$ cat src/sv/lrst_pkg.sv
// Shared types and constants for the lazy range-add / range-sum tree unit.
package lrst_pkg;

  localparam int unsigned POSITIONS = 1024;
  localparam int unsigned POS_W     = 11;
  localparam int unsigned DELTA_W   = 48;
  localparam int unsigned SUM_W     = 64;
  localparam int unsigned HALF_W    = 32;

  typedef struct packed {
    logic                      mode;
    logic [POS_W-1:0]          range_low;
    logic [POS_W-1:0]          range_high;
    logic signed [DELTA_W-1:0] delta;
  } in_item_t;

  typedef struct packed {
    logic signed [SUM_W-1:0] interval_sum;
    logic                    range_error;
  } out_item_t;

  localparam logic MODE_ADD   = 1'b0;
  localparam logic MODE_QUERY = 1'b1;

  typedef enum logic [3:0] {
    S_CLEAR,
    S_IDLE,
    S_VISIT,
    S_QACC,
    S_PDCHK,
    S_APRD,
    S_APM0,
    S_APM1,
    S_APWR,
    S_PDCLR,
    S_FIXL,
    S_FIXR,
    S_POP
  } state_e;

  typedef enum logic [1:0] {
    PH_ENTRY,
    PH_LEFT,
    PH_RIGHT,
    PH_FIX
  } phase_e;

  typedef enum logic [1:0] {
    RET_POP,
    RET_PD_RIGHT,
    RET_PD_CLEAR
  } ret_e;

  typedef struct packed {
    logic en;
    logic upper;
  } mac_ctl_t;

endpackage

$ cat src/sv/lrst_mac.sv
// Shared multiplier: count times 64-bit addend, in two 32-bit halves.
module lrst_mac (
  input  logic                          clk_i,
  input  lrst_pkg::mac_ctl_t            ctl_i,
  input  logic [lrst_pkg::POS_W-1:0]    cnt_i,
  input  logic [lrst_pkg::SUM_W-1:0]    val_i,
  output logic [lrst_pkg::SUM_W-1:0]    prod_o
);

  localparam int unsigned PW = lrst_pkg::POS_W + lrst_pkg::HALF_W;

  logic [lrst_pkg::HALF_W-1:0] half;
  logic [PW-1:0]               part;
  logic [lrst_pkg::SUM_W-1:0]  acc_d, acc_q;

  always_comb begin
    half = ctl_i.upper ? val_i[lrst_pkg::SUM_W-1:lrst_pkg::HALF_W]
                       : val_i[lrst_pkg::HALF_W-1:0];
    part = PW'(cnt_i) * PW'(half);
    if (ctl_i.upper) begin
      acc_d = acc_q + {part[lrst_pkg::HALF_W-1:0], {lrst_pkg::HALF_W{1'b0}}};
    end else begin
      acc_d = lrst_pkg::SUM_W'(part);
    end
  end

  always_ff @(posedge clk_i) begin
    if (ctl_i.en) begin
      acc_q <= acc_d;
    end
  end

  assign prod_o = acc_q;

endmodule

$ cat config.mk
export PLATFORM = sky130hd
export DESIGN_NAME = lrst_mac
export DESIGN_NICKNAME = d
export VERILOG_FILES = /design/src/sv/lrst_pkg.sv /design/src/sv/lrst_mac.sv
export SDC_FILE = /design/constraint.sdc
export NUM_CORES = 1
export LEC_CHECK = 0
export ABC_AREA = 1
export BUFFER_PORTS_ARGS = -buffer_cell sky130_fd_sc_hd__buf_2
export CORE_ASPECT_RATIO = 0.7
export CORE_MARGIN = 2
export CORE_UTILIZATION = 55
export DETAILED_ROUTE_END_ITERATION = 8
export GPL_ROUTABILITY_DRIVEN = 0
export PLACE_DENSITY = 0.75
export SLEW_MARGIN = 15
export SYNTH_ARGS = -nofsm -noshare
export SYNTH_HDL_FRONTEND = slang
export SYNTH_SLANG_ARGS = --single-unit
$ cat constraint.sdc
create_clock -name clk_i -period 7 [get_ports clk_i]
set_input_delay 0.35 -clock clk_i [delete_from_list [all_inputs] [get_ports clk_i]]
set_output_delay 0.35 -clock clk_i [all_outputs]
set_load 0.05 [all_outputs]
==> metrics.txt <==
# TYPE chip_impl_metric gauge
chip_impl_metric{name="routed_via_density",unit=""} 5.54
chip_impl_metric{name="die-area",unit="sq um"} 29700
chip_impl_metric{name="final_cell_area",unit="sq um"} 18100
chip_impl_metric{name="clkSlewWorstSetupHoldPaths",unit="ns"} 0.06
chip_impl_metric{name="final_min_period_over_clock_period",unit=""} 0.962
chip_impl_metric{name="max_freq",unit="MHz"} 148
chip_impl_info{name="critical_path.most_common_cell",value="sky130_fd_sc_hd__nand2_1"} 1
chip_impl_metric{name="seqCellArea",unit="sq um"} 1920
chip_impl_metric{name="ios",unit=""} 142
chip_impl_metric{name="total_of_warnings_raised_by_yosys",unit=""} 0
chip_impl_metric{name="synth-edff-count",unit=""} 64
chip_impl_metric{name="synth_cell_types",unit=""} 43
chip_impl_metric{name="final.fill_count",unit=""} 2341
chip_impl_metric{name="worst_r2r_path_depth",unit=""} 14
chip_impl_info{name="timing.setup.critical_path_class",value="primary input to flop"} 1
chip_impl_metric{name="sum_of_buffers_and_inverters_on_the_critical_path",unit=""} 10
chip_impl_metric{name="initial_core_util",unit=""} 0.559
chip_impl_metric{name="syn-cell-area",unit="sq um"} 15600
chip_impl_metric{name="regToRegSetupSlack",unit="ns"} 4.56
chip_impl_info{name="crit_path_top_delay_cell",value="sky130_fd_sc_hd__fa_1"} 1
chip_impl_metric{name="floorplan.core_area",unit="sq um"} 27800
chip_impl_metric{name="clock_tree.htree_level_count",unit=""} 3
chip_impl_info{name="cpLargestDelayFamily",value="adder cells"} 1
chip_impl_metric{name="ant_nets",unit=""} 0
chip_impl_metric{name="floorplan.die.height",unit="um"} 145
chip_impl_metric{name="rows",unit=""} 51
chip_impl_metric{name="synth_top_area_share",unit=""} 0.347
chip_impl_info{name="worstReg2RegEnd",value="prod_o[58]"} 1
chip_impl_info{name="critPathLaunch",value="ctl_i[0]"} 1
chip_impl_metric{name="worst-path-max-fanout",unit=""} 32
chip_impl_metric{name="syn-num-nets",unit=""} 2494
chip_impl_metric{name="grt_first_pass_wirelength",unit="um"} 76300
chip_impl_info{name="r2r-start",value="prod_o[32]"} 1
chip_impl_metric{name="nets",unit=""} 2726
chip_impl_metric{name="max_slew_headroom",unit=""} 0.345
chip_impl_metric{name="grt_antenna_before_repair",unit=""} 0
chip_impl_info{name="outcome",value="finished, final reports clean"} 1
chip_impl_metric{name="final.setup_skew",unit="ns"} 0.00640
chip_impl_info{name="post-synth-top-area-cell",value="sky130_fd_sc_hd__fa_1"} 1
chip_impl_metric{name="port_buffers",unit=""} 141
chip_impl_metric{name="drt_first_iter_violations",unit=""} 1545
chip_impl_metric{name="max_incr_delay_on_cp",unit="ns"} 0.53
chip_impl_metric{name="largest_register_ffs",unit=""} 64
chip_impl_metric{name="cts_num_sinks",unit=""} 64
chip_impl_metric{name="fp.dieW",unit="um"} 205
chip_impl_metric{name="layout-drive-gt1-share",unit=""} 0.189
chip_impl_info{name="mostFrequentLayoutCells",value="sky130_fd_sc_hd__nand2_1, sky130_fd_sc_hd__inv_1, sky130_fd_sc_hd__fa_1"} 1
chip_impl_metric{name="clockBufferDepth",unit=""} 2
chip_impl_metric{name="layout-area-overhead-vs-synth",unit="%"} 16.1
chip_impl_metric{name="drc",unit=""} 0
chip_impl_metric{name="syn_avg_cell_area",unit="sq um"} 7.66
chip_impl_metric{name="num_antenna_cells",unit=""} 0
chip_impl_metric{name="cts-buffers-inserted",unit=""} 9
chip_impl_metric{name="drt_pass1_iterations",unit=""} 6
chip_impl_metric{name="postSynthRegisterBits",unit=""} 64
chip_impl_info{name="launching_element_type_of_the_critical_path",value="primary input"} 1
chip_impl_metric{name="grt_start_max_net_pins",unit=""} 34
chip_impl_metric{name="first_global_vias",unit=""} 15080
chip_impl_metric{name="slew_violations",unit=""} 0
chip_impl_info{name="netlist_top_cells_area",value="sky130_fd_sc_hd__fa_1, sky130_fd_sc_hd__edfxtp_1, sky130_fd_sc_hd__nand2_1"} 1
chip_impl_info{name="endpoint",value="prod_o[57]"} 1
chip_impl_metric{name="timing.final.hold_violations",unit=""} 0
chip_impl_metric{name="max_slew.worst_pin.slew",unit="ns"} 0.980
chip_impl_metric{name="seq_area_frac_synth",unit=""} 0.124
chip_impl_metric{name="finalSetupViolations",unit=""} 0
chip_impl_metric{name="groute.usage.overall",unit=""} 0.334
chip_impl_info{name="clk_root_buffer_cell",value="sky130_fd_sc_hd__clkbuf_16"} 1
chip_impl_metric{name="timing.critical_path.depth",unit=""} 36
chip_impl_metric{name="postRouteWirelength",unit="um"} 47200
chip_impl_metric{name="arrival",unit="ns"} 6.83
chip_impl_metric{name="wire_per_inst",unit="um"} 17.9
chip_impl_info{name="cts_tree",value="yes"} 1
chip_impl_metric{name="worst_ep_required_time",unit="ns"} 7.10
chip_impl_metric{name="placed_cell_area",unit="sq um"} 17500
chip_impl_metric{name="post-dp-hpwl",unit="um"} 39800
chip_impl_metric{name="multi_input_comb_area",unit="sq um"} 12300
chip_impl_info{name="final_common_cell",value="sky130_fd_sc_hd__nand2_1"} 1
chip_impl_info{name="setup.worst_path.end_class",value="flop"} 1
chip_impl_info{name="synthFlopType",value="sky130_fd_sc_hd__edfxtp_1"} 1
chip_impl_metric{name="grt_remaining_overflow",unit=""} 0
chip_impl_metric{name="period_needed",unit="ns"} 6.74
chip_impl_metric{name="insertion_delay",unit="ns"} 0.34
chip_impl_metric{name="num_vias",unit=""} 14623
chip_impl_metric{name="netlist_instances",unit=""} 2032
chip_impl_metric{name="synth_async_reset_ratio",unit=""} 0
chip_impl_metric{name="drv_cap",unit=""} 0
chip_impl_info{name="hold_path.class",value="primary input to flop"} 1
-- layout make-up --
class | instances | area share
Clock buffer | 9 | 0.0125
Inverter | 368 | 0.0767
Timing Repair Buffer | 269 | 0.0947
Sequential cell | 64 | 0.106
Multi-Input combinational cell | 1552 | 0.680
Tap cell | 371 | 0.0257
Clock inverter | 7 | 0.00395
-- how the worst min path moves through the flow --
stage	slack (ns)	endpoint	cells past startpoint	startpoint
global placement	0.69	prod_o[32]	3	prod_o[32]
floorplan	0.46	prod_o[32]	0	ctl_i[1]
detailed placement	0.69	prod_o[32]	3	prod_o[32]
finish	0.60	prod_o[0]	4	val_i[0]
global route	0.62	prod_o[32]	2	ctl_i[1]
CTS	0.60	prod_o[0]	4	val_i[0]
-- stage by stage --
| step | hold WS, ns | cells | setup WS, ns | util | TNS [ns] |
|---|---|---|---|---|---|
| global route | 0.621 | 2640 | -0.0618 | 0.649 | -0.191 |
| global placement | 0.689 | 2619 | -0.205 | 0.629 | -0.800 |
| floorplan | 0.462 | 2032 | 0.596 | - | 0 |
| detailed placement | 0.689 | 2619 | -0.277 | 0.629 | -2.73 |
| finish | 0.597 | 2640 | 0.264 | 0.649 | 0 |
| CTS | 0.604 | 2635 | 0.0420 | 0.640 | 0 |
-- layer usage --
metal | vias to the layer above | GRT usage | wire length [um]
li1 | 6699 | - | -
met1 | 7018 | 0.463 | 19400
met2 | 804 | 0.507 | 20200
met3 | 102 | 0.105 | 6300
met4 | 0 | 0.0931 | 1280
met5 | - | 0 | 0
-- kinds of logic (layout without fill, tap and decap cells) --
family / after synthesis / count (layout) / synth area share
simple gates: 919 / 919 / 0.242
fa+ha+maj: 384 / 384 / 0.439
buf+inv: 416 / 653 / 0.101
xor+xnor: 25 / 25 / 0.0146
flops: 64 / 64 / 0.124
compound gates: 224 / 224 / 0.0795
-- worst register-to-register path: cells and delay by family, from the launching register on --
| kind | cells | cell delay [ns] |
|---|---|---|
| AND/OR/NAND/NOR | 11 | 0.96 |
| AO/OA/AOI/OAI | 1 | 0.11 |
| adder cells (fa/ha/maj) | 2 | 0.70 |
| flip-flops | 1 | 0.41 |
-- cells in the mapped netlist, types with 20 or more instances --
cell,n
sky130_fd_sc_hd__nand2_1,488
sky130_fd_sc_hd__inv_1,358
sky130_fd_sc_hd__nor2_1,275
sky130_fd_sc_hd__fa_1,270
sky130_fd_sc_hd__ha_1,114
sky130_fd_sc_hd__a21oi_1,107
sky130_fd_sc_hd__edfxtp_1,64
sky130_fd_sc_hd__o21ai_0,63
sky130_fd_sc_hd__nand3_1,57
sky130_fd_sc_hd__or2_2,46
sky130_fd_sc_hd__clkbuf_1,41
sky130_fd_sc_hd__xor2_1,20
-- what timing repair did --
action	4_1_cts	5_1_grt
resized for setup	0	77
endpoints found under the setup margin	0	20
hold buffers	0	0
buffers inserted	0	5
Power is left out: the tool's default activity adds up to more than one toggle a clock period on the data nets, which glitch-free logic cannot reach.
